File: src/rtl/core/cddd_pkg.sv
// ----------------------------------------------------------------------------
// cddd_pkg: shared types and calendar helpers
// Field widths, sequencer states and Gregorian month-length / leap logic.
// ----------------------------------------------------------------------------
package cddd_pkg;

  localparam int unsigned DAY_W   = 5;
  localparam int unsigned MONTH_W = 4;
  localparam int unsigned YEAR_W  = 14;
  localparam int unsigned REM_W   = 9;   // holds year mod 400
  localparam int unsigned COUNT_W = 22;

  localparam logic [YEAR_W-1:0]  YEAR_MIN   = 14'd1;
  localparam logic [YEAR_W-1:0]  YEAR_MAX   = 14'd9999;
  localparam logic [YEAR_W-1:0]  LEAP_CYCLE = 14'd400;
  localparam logic [REM_W-1:0]   REM_LAST   = 9'd399;
  localparam logic [MONTH_W-1:0] JANUARY    = 4'd1;
  localparam logic [MONTH_W-1:0] FEBRUARY   = 4'd2;
  localparam logic [MONTH_W-1:0] DECEMBER   = 4'd12;
  localparam logic [DAY_W-1:0]   FIRST_DAY  = 5'd1;
  localparam logic [DAY_W-1:0]   DAYS_31    = 5'd31;
  localparam logic [DAY_W-1:0]   DAYS_30    = 5'd30;
  localparam logic [DAY_W-1:0]   DAYS_29    = 5'd29;
  localparam logic [DAY_W-1:0]   DAYS_28    = 5'd28;

  typedef enum logic [2:0] {
    ST_IDLE,
    ST_REM_FIRST,
    ST_REM_SECOND,
    ST_CHECK,
    ST_STEP
  } state_e;

  // Leap rule from year mod 400: mod 4 is the low two bits of the remainder,
  // century years other than the 400th are excluded.
  function automatic logic is_leap(input logic [REM_W-1:0] rem);
    logic cent;
    cent = (rem == 9'd100) || (rem == 9'd200) || (rem == 9'd300);
    return (rem[1:0] == 2'd0) && !cent;
  endfunction

  function automatic logic [DAY_W-1:0] month_len(input logic [MONTH_W-1:0] m,
                                                 input logic leap);
    logic [DAY_W-1:0] len;
    case (m)
      4'd2:    len = leap ? DAYS_29 : DAYS_28;
      4'd4:    len = DAYS_30;
      4'd6:    len = DAYS_30;
      4'd9:    len = DAYS_30;
      4'd11:   len = DAYS_30;
      default: len = DAYS_31;
    endcase
    return len;
  endfunction

endpackage

File: src/rtl/core/cddd_rem400.sv
// ----------------------------------------------------------------------------
// cddd_rem400: iterative year mod 400
// Shared subtractor; removes 400 per cycle until the remainder is below 400.
// ----------------------------------------------------------------------------
module cddd_rem400 (
  input  logic                        clk_i,
  input  logic                        rst_ni,
  input  logic                        start_i,
  input  logic [cddd_pkg::YEAR_W-1:0] year_i,
  output logic                        done_o,
  output logic [cddd_pkg::REM_W-1:0]  rem_o
);

  logic [cddd_pkg::YEAR_W-1:0] r_q, r_d;
  logic                        active_q, active_d;
  logic                        ge;

  assign ge     = (r_q >= cddd_pkg::LEAP_CYCLE);
  assign done_o = active_q && !ge;
  assign rem_o  = r_q[cddd_pkg::REM_W-1:0];

  always_comb begin
    r_d      = r_q;
    active_d = active_q;
    if (start_i) begin
      r_d      = year_i;
      active_d = 1'b1;
    end else if (active_q) begin
      if (ge) begin
        r_d = r_q - cddd_pkg::LEAP_CYCLE;
      end else begin
        active_d = 1'b0;
      end
    end
  end

  always_ff @(posedge clk_i or negedge rst_ni) begin
    if (!rst_ni) begin
      active_q <= 1'b0;
    end else begin
      active_q <= active_d;
    end
  end

  always_ff @(posedge clk_i) begin
    r_q <= r_d;
  end

  // Remainder strictly falls while reducing.
  a_reduce: assert property (@(posedge clk_i) disable iff (!rst_ni)
    active_q && ge && !start_i |=> active_q && (r_q < $past(r_q)))
    else $error("rem400: reduction did not progress");

endmodule

File: src/rtl/core/calendar_date_difference_days_core.sv
// ----------------------------------------------------------------------------
// calendar_date_difference_days_core: days between two Gregorian dates
// Checks the dates, orders them, then steps the later one back a day per
// cycle until it meets the earlier one, counting the steps.
// ----------------------------------------------------------------------------
//  channel  | signals                         | transfer
//  ---------+---------------------------------+---------------------------------
//  command  | start, busy, first_*_i,        | edge with start high, busy low
//           | second_*_i                      |
//  result   | done_o, day_count_o,            | edge ending the cycle done_o is
//           | first_was_later_o,date_invalid_o| high; one cycle, never held
//
//  Busy is already low in the result cycle. The day-stepping loop, one step
//  per day counted, and the mod-400 reductions of both years set the time per
//  item; the day count is at most 3652058 (0001-01-01 to 9999-12-31).
//  Reset clears the sequencer, the mod-400 unit's active flag and the result
//  strobe; other registers have no reset. The receiver cannot stall: each result shows for exactly one cycle.
// ----------------------------------------------------------------------------
module calendar_date_difference_days_core (
  input  logic                         clk_i,
  input  logic                         rst_ni,
  input  logic                         start,
  output logic                         busy,
  input  logic [cddd_pkg::DAY_W-1:0]   first_day_i,
  input  logic [cddd_pkg::MONTH_W-1:0] first_month_i,
  input  logic [cddd_pkg::YEAR_W-1:0]  first_year_i,
  input  logic [cddd_pkg::DAY_W-1:0]   second_day_i,
  input  logic [cddd_pkg::MONTH_W-1:0] second_month_i,
  input  logic [cddd_pkg::YEAR_W-1:0]  second_year_i,
  output logic                         done_o,
  output logic [cddd_pkg::COUNT_W-1:0] day_count_o,
  output logic                         first_was_later_o,
  output logic                         date_invalid_o
);

  localparam int unsigned KEY_W = cddd_pkg::YEAR_W + cddd_pkg::MONTH_W + cddd_pkg::DAY_W;

  cddd_pkg::state_e state_q, state_d;

  // captured command
  logic [cddd_pkg::DAY_W-1:0]   d1_q, d2_q;
  logic [cddd_pkg::MONTH_W-1:0] m1_q, m2_q;
  logic [cddd_pkg::YEAR_W-1:0]  y1_q, y2_q;
  logic [cddd_pkg::REM_W-1:0]   r1_q, r1_d;

  // walking date (the later one) and target (the earlier one)
  logic [cddd_pkg::DAY_W-1:0]   cur_d_q, cur_d_d;
  logic [cddd_pkg::MONTH_W-1:0] cur_m_q, cur_m_d;
  logic [cddd_pkg::YEAR_W-1:0]  cur_y_q, cur_y_d;
  logic [cddd_pkg::REM_W-1:0]   cur_r_q, cur_r_d;
  logic [KEY_W-1:0]             tgt_q, tgt_d;
  logic [cddd_pkg::COUNT_W-1:0] cnt_q, cnt_d;
  logic                         later_q, later_d;

  // result register
  logic                         done_q, done_d;
  logic [cddd_pkg::COUNT_W-1:0] count_q, count_d;
  logic                         fwl_q, fwl_d;
  logic                         inv_q, inv_d;

  logic                         accept;
  logic                         rem_start, rem_done;
  logic [cddd_pkg::YEAR_W-1:0]  rem_year;
  logic [cddd_pkg::REM_W-1:0]   rem_val;

  logic [KEY_W-1:0]             key1, key2, cur_key, prev_key;
  logic                         ok1, ok2;
  logic [cddd_pkg::DAY_W-1:0]   prev_d;
  logic [cddd_pkg::MONTH_W-1:0] prev_m;
  logic [cddd_pkg::YEAR_W-1:0]  prev_y;
  logic [cddd_pkg::REM_W-1:0]   prev_r;

  assign accept = start && !busy;
  assign busy   = (state_q != cddd_pkg::ST_IDLE);

  cddd_rem400 u_rem (
    .clk_i   (clk_i),
    .rst_ni  (rst_ni),
    .start_i (rem_start),
    .year_i  (rem_year),
    .done_o  (rem_done),
    .rem_o   (rem_val)
  );

  // Year mod 400 of the first date is taken straight from the port at the
  // transfer; the second year follows once the first is done.
  assign rem_start = accept || ((state_q == cddd_pkg::ST_REM_FIRST) && rem_done);
  assign rem_year  = accept ? first_year_i : y2_q;

  assign key1    = {y1_q, m1_q, d1_q};
  assign key2    = {y2_q, m2_q, d2_q};
  assign cur_key = {cur_y_q, cur_m_q, cur_d_q};

  // Validity of each date; rem_val is the second year's remainder in CHECK's
  // predecessor cycle, so it is held in cur_r_q by then (see ST_REM_SECOND).
  assign ok1 = (y1_q >= cddd_pkg::YEAR_MIN) && (y1_q <= cddd_pkg::YEAR_MAX) &&
               (m1_q >= cddd_pkg::JANUARY) && (m1_q <= cddd_pkg::DECEMBER) &&
               (d1_q >= cddd_pkg::FIRST_DAY) &&
               (d1_q <= cddd_pkg::month_len(m1_q, cddd_pkg::is_leap(r1_q)));
  assign ok2 = (y2_q >= cddd_pkg::YEAR_MIN) && (y2_q <= cddd_pkg::YEAR_MAX) &&
               (m2_q >= cddd_pkg::JANUARY) && (m2_q <= cddd_pkg::DECEMBER) &&
               (d2_q >= cddd_pkg::FIRST_DAY) &&
               (d2_q <= cddd_pkg::month_len(m2_q, cddd_pkg::is_leap(cur_r_q)));

  // Previous calendar day of the walking date.
  always_comb begin
    prev_d = cur_d_q;
    prev_m = cur_m_q;
    prev_y = cur_y_q;
    prev_r = cur_r_q;
    if (cur_d_q != cddd_pkg::FIRST_DAY) begin
      prev_d = cur_d_q - 5'd1;
    end else if (cur_m_q != cddd_pkg::JANUARY) begin
      prev_m = cur_m_q - 4'd1;
      prev_d = cddd_pkg::month_len(cur_m_q - 4'd1, cddd_pkg::is_leap(cur_r_q));
    end else begin
      prev_y = cur_y_q - 14'd1;
      prev_m = cddd_pkg::DECEMBER;
      prev_d = cddd_pkg::DAYS_31;
      prev_r = (cur_r_q == '0) ? cddd_pkg::REM_LAST : cur_r_q - 9'd1;
    end
  end

  assign prev_key = {prev_y, prev_m, prev_d};

  always_comb begin
    state_d = state_q;
    r1_d    = r1_q;
    cur_d_d = cur_d_q;
    cur_m_d = cur_m_q;
    cur_y_d = cur_y_q;
    cur_r_d = cur_r_q;
    tgt_d   = tgt_q;
    cnt_d   = cnt_q;
    later_d = later_q;
    done_d  = 1'b0;
    count_d = count_q;
    fwl_d   = fwl_q;
    inv_d   = inv_q;
    case (state_q)
      cddd_pkg::ST_IDLE: begin
        if (accept) begin
          state_d = cddd_pkg::ST_REM_FIRST;
        end
      end
      cddd_pkg::ST_REM_FIRST: begin
        if (rem_done) begin
          r1_d    = rem_val;
          state_d = cddd_pkg::ST_REM_SECOND;
        end
      end
      cddd_pkg::ST_REM_SECOND: begin
        if (rem_done) begin
          cur_r_d = rem_val;   // second year's remainder, parked for CHECK
          state_d = cddd_pkg::ST_CHECK;
        end
      end
      cddd_pkg::ST_CHECK: begin
        cnt_d = '0;
        if (!ok1 || !ok2) begin
          done_d  = 1'b1;
          count_d = '0;
          fwl_d   = 1'b0;
          inv_d   = 1'b1;
          state_d = cddd_pkg::ST_IDLE;
        end else if (key1 == key2) begin
          done_d  = 1'b1;
          count_d = '0;
          fwl_d   = 1'b0;
          inv_d   = 1'b0;
          state_d = cddd_pkg::ST_IDLE;
        end else begin
          later_d = (key1 > key2);
          if (key1 > key2) begin
            cur_d_d = d1_q;
            cur_m_d = m1_q;
            cur_y_d = y1_q;
            cur_r_d = r1_q;
            tgt_d   = key2;
          end else begin
            cur_d_d = d2_q;
            cur_m_d = m2_q;
            cur_y_d = y2_q;
            tgt_d   = key1;
          end
          state_d = cddd_pkg::ST_STEP;
        end
      end
      cddd_pkg::ST_STEP: begin
        cur_d_d = prev_d;
        cur_m_d = prev_m;
        cur_y_d = prev_y;
        cur_r_d = prev_r;
        cnt_d   = cnt_q + 22'd1;
        if (prev_key == tgt_q) begin
          done_d  = 1'b1;
          count_d = cnt_q + 22'd1;
          fwl_d   = later_q;
          inv_d   = 1'b0;
          state_d = cddd_pkg::ST_IDLE;
        end
      end
      default: begin
        state_d = cddd_pkg::ST_IDLE;
      end
    endcase
  end

  always_ff @(posedge clk_i or negedge rst_ni) begin
    if (!rst_ni) begin
      state_q <= cddd_pkg::ST_IDLE;
      done_q  <= 1'b0;
    end else begin
      state_q <= state_d;
      done_q  <= done_d;
    end
  end

  always_ff @(posedge clk_i) begin
    if (accept) begin
      d1_q <= first_day_i;
      m1_q <= first_month_i;
      y1_q <= first_year_i;
      d2_q <= second_day_i;
      m2_q <= second_month_i;
      y2_q <= second_year_i;
    end
    r1_q    <= r1_d;
    cur_d_q <= cur_d_d;
    cur_m_q <= cur_m_d;
    cur_y_q <= cur_y_d;
    cur_r_q <= cur_r_d;
    tgt_q   <= tgt_d;
    cnt_q   <= cnt_d;
    later_q <= later_d;
    count_q <= count_d;
    fwl_q   <= fwl_d;
    inv_q   <= inv_d;
  end

  assign done_o            = done_q;
  assign day_count_o       = count_q;
  assign first_was_later_o = fwl_q;
  assign date_invalid_o    = inv_q;

  // Invalid dates always report a zero count and no ordering.
  a_invalid_zero: assert property (@(posedge clk_i) disable iff (!rst_ni)
    done_o && date_invalid_o |-> (day_count_o == '0) && !first_was_later_o)
    else $error("invalid date reported with nonzero fields");

  // The result cycle always follows the sequencer's return to idle.
  a_done_idle: assert property (@(posedge clk_i) disable iff (!rst_ni)
    done_o |-> !busy)
    else $error("result strobe while busy");

  // The walking date never sits on the target while stepping.
  a_walk_target: assert property (@(posedge clk_i) disable iff (!rst_ni)
    state_q == cddd_pkg::ST_STEP |-> cur_key != tgt_q)
    else $error("walking date reached target without finishing");

  // A command transfer starts the mod-400 phase.
  a_accept_busy: assert property (@(posedge clk_i) disable iff (!rst_ni)
    accept |=> state_q == cddd_pkg::ST_REM_FIRST)
    else $error("command transfer did not start the sequence");

endmodule
File: config.mk
export PLATFORM = sky130hd
export DESIGN_NAME = calendar_date_difference_days_core
export DESIGN_NICKNAME = d
export VERILOG_FILES = /design/src/rtl/core/cddd_pkg.sv /design/src/rtl/core/cddd_rem400.sv /design/src/rtl/core/calendar_date_difference_days_core.sv
export SDC_FILE = /design/constraint.sdc
export NUM_CORES = 1
export LEC_CHECK = 0
export BUFFER_PORTS_ARGS = -buffer_cell sky130_fd_sc_hd__buf_4
export CAP_MARGIN = 30
export CORE_MARGIN = 4
export CORE_UTILIZATION = 42
export DETAILED_ROUTE_END_ITERATION = 16
export PLACE_DENSITY_LB_ADDON = 0.25
export SYNTH_ARGS = -nofsm -noshare
export SYNTH_HDL_FRONTEND = slang
export SYNTH_SLANG_ARGS = --single-unit
File: constraint.sdc
create_clock -name clk_i -period 6.48 [get_ports clk_i]
set_input_delay 0.648 -clock clk_i [delete_from_list [all_inputs] [get_ports clk_i]]
set_output_delay 0.648 -clock clk_i [all_outputs]
set_load 0.05 [all_outputs]
==> impl_metrics.ini <==
[yosys]
synth.most_common_cell = edfxtp_1
ys.flop_type = edfxtp_1
netlist_area_mm2 = 0.009666
yosysTopAreaCell = edfxtp_1
synthArstFlopShare = 0.02841
avgSynthCellArea_um2 = 10.70
ys_types = 67
syn-num-nets = 992
yosysTopAreaCellShare = 0.5313
yosys_warnings = 0
synthCells = 903
synth.area.top_cells = edfxtp_1, ha_1, o21ai_0
synth_common_cells = edfxtp_1, nand2_1, nor2_1, o21ai_0, inv_1
ys_ff_latch = 176
synth_edf_count = 171
ys_seq_area_frac = 0.5442

[critical_path]
crit_path_end_kind = flop
r2r_setup_slack_ps = 2180
crit_fanout = 24
cp.required_ps = 6530
cp.arrival_ps = 4350
cp-start-kind = flop
critPathKind = flop to flop

[die]
core_area_mm2 = 0.02264
die-area_mm2 = 0.02550
rows = 55
ios = 75
die_x_um = 159.7
initial_core_util = 0.4269
die_h_um = 159.7

[clocking]
cts_buffers = 17
cts_sinks = 176
cts_hold_buf = 1
cts_resized = 0
clkLatencyLatePin_ps = 430
post_cts.repair.setup_buffers = 0
cts_tree = done
clkTransAtPathRegs_ps = 80
h-tree-depth = 4
cts-root-buf = clkbuf_16
cts_buffer_depth = 2

[timing]
hold_viol = 0
timing.hold.ws_ps = 387.1
tightest_slew_ps = 895.2
min_period_over_period = 0.6631
period_minus_slack_ps = 4297
worst_slack_ps = 2183
rsz0062_at_grt = false
clock_skew_ps = 11.80
finalSetupViolCount = 0
relSlewSlack = 0.4026
slew_violations = 0
fmax_mhz = 232.7
tns_ps = 0

[power_and_ir_drop]
finalPower_mw = 3.183
peakVddDrop_mv = 0.1741
power_leakage_nw = 4.120
p_per_area_mw_per_mm2 = 286.7

[cells_and_area]
final_util = 0.4905
drive_gt1_frac = 0.1372
diodes = 0
areaGrowthSynthToFinish_pct = 14.89
nets = 1060

[flow_run]
cap_violations = 0

[drt]
postRouteAntennaNets = 0
route.detailed.drc = 0
via_per_inst = 5.780
first_pass_iters = 5
routedWlPerCell_um = 18.75
num_vias = 7335
routed_wirelength_um = 23790
drt_iter0_drc = 651

[hold_path]
holdCritPathClass = primary input to flop

[global_route]
grt_start_max_net_pins = 62
antenna_found_initial = 0
grt_first_pass_wirelength_um = 37400
track_usage = 0.1846
first_global_vias = 6776
grt_remaining_overflow = 0

[placed_design]
hpwl_um = 17870
pre_cts_slack_ps = 2182
place_congestion = 0.9264
numPortBuffers = 74

[run_status]
outcome = finished clean
[critical path, cell delays in order, from the launching register on]
cell and delay [ps]:
edfxtp_1 470, and3b_1 250, a31oi_1 40, o31ai_1 680, a21oi_1 150, nor3_1 150
a31oi_1 60, ha_1 290, a2111oi_0 90, o21ai_0 90, nand3_1 90, nor4_1 580
and2_1 230, nand2_1 80, inv_1 660
[metrics by stage]
stage / instance area [µm²] / cells
final: 11100 / 1269
after global routing: 11100 / 1269
after CTS: 11090 / 1268
after detailed placement: 10510 / 1235
after global placement: 10480 / 1234
after floorplan: 9666 / 903
[worst paths after layout]
kind,from,to,depth (start not counted)
worst max register to register,cur_r_q[7]$_DFFE_PP_,tgt_q[4]$_DFFE_PP_,14
worst max-delay path,cur_r_q[7]$_DFFE_PP_,tgt_q[4]$_DFFE_PP_,14
worst min register to register,u_rem.r_q[1]$_DFFE_PP_,r1_q[1]$_DFFE_PP_,0
worst min-delay path,second_year_i[6],y2_q[6]$_DFFE_PP_,1
max in group asynchronous,rst_ni,done_o$_DFF_PN0_,2
min in group asynchronous,rst_ni,u_rem.active_q$_DFF_PN0_,2
[routing by layer]
layer	wire, µm	GRT usage
met4	501	0.06312
met3	1614	0.03097
met5	0	0
met2	10500	0.2769
met1	11180	0.2726
[flip-flops by register name, indices dropped and copies added (netlist names), 3 cells and up]
| signal | cells |
|---|---|
| cnt_q | 22 |
| cur_d_q | 5 |
| cur_m_q | 4 |
| cur_r_q | 9 |
| cur_y_q | 14 |
| d1_q | 5 |
| d2_q | 5 |
| day_count_o | 22 |
| m1_q | 4 |
| m2_q | 4 |
| r1_q | 9 |
| state_q | 3 |
| tgt_q | 23 |
| u_rem.r_q | 14 |
| y1_q | 14 |
| y2_q | 14 |
[layout make-up]
class	count	area (µm²)
multi-input combinational	639	4058
clock buffer	18	429.2
inverter	54	202.7
timing repair buffer	83	653.1
sequential	176	5260
fill	2027	11540
clock inverter	14	145.1
tap	285	356.6
[layout by cell type, fill, tap and decap left out, types with 4 or more instances in the layout]
master,netlist,layout
and2_1,5,5
a211oi_1,8,8
inv_8,0,4
a221o_1,8,8
o21ai_0,74,74
clkbuf_16,0,17
a21o_1,11,11
and3_1,7,7
nand3_1,27,27
o221a_2,5,5
a22oi_1,8,8
dfrtp_1,5,5
buf_4,0,80
a31oi_1,14,14
or4_1,4,4
ha_1,40,40
o22ai_1,10,10
nand2_1,94,93
inv_1,53,52
edfxtp_1,171,171
nor3_1,26,26
o31ai_1,5,5
nor2b_1,10,10
nor4_1,17,17
nand4_1,19,19
xor2_1,29,29
a21oi_1,39,39
o211ai_1,8,8
or3_1,7,7
nor2_1,74,74
xnor2_1,33,33
[where the power goes]
part	internal (mW)	total, mW	switching [mW]
Combinational	0.241	0.632	0.391
Sequential	1.43	1.55	0.119
Clock	0.513	0.999	0.485
Total	2.19	3.18	0.995
[logic make-up after synthesis]
group | synth area share
buffers and inverters | 0.03625
adders and majority gates | 0.05178
DFF | 0.5442
xor gates and xnor gates | 0.05618
and+or+nand+nor | 0.1663
AOI/OAI and AO/OA | 0.1452
(Power assumes the default switching activity.)
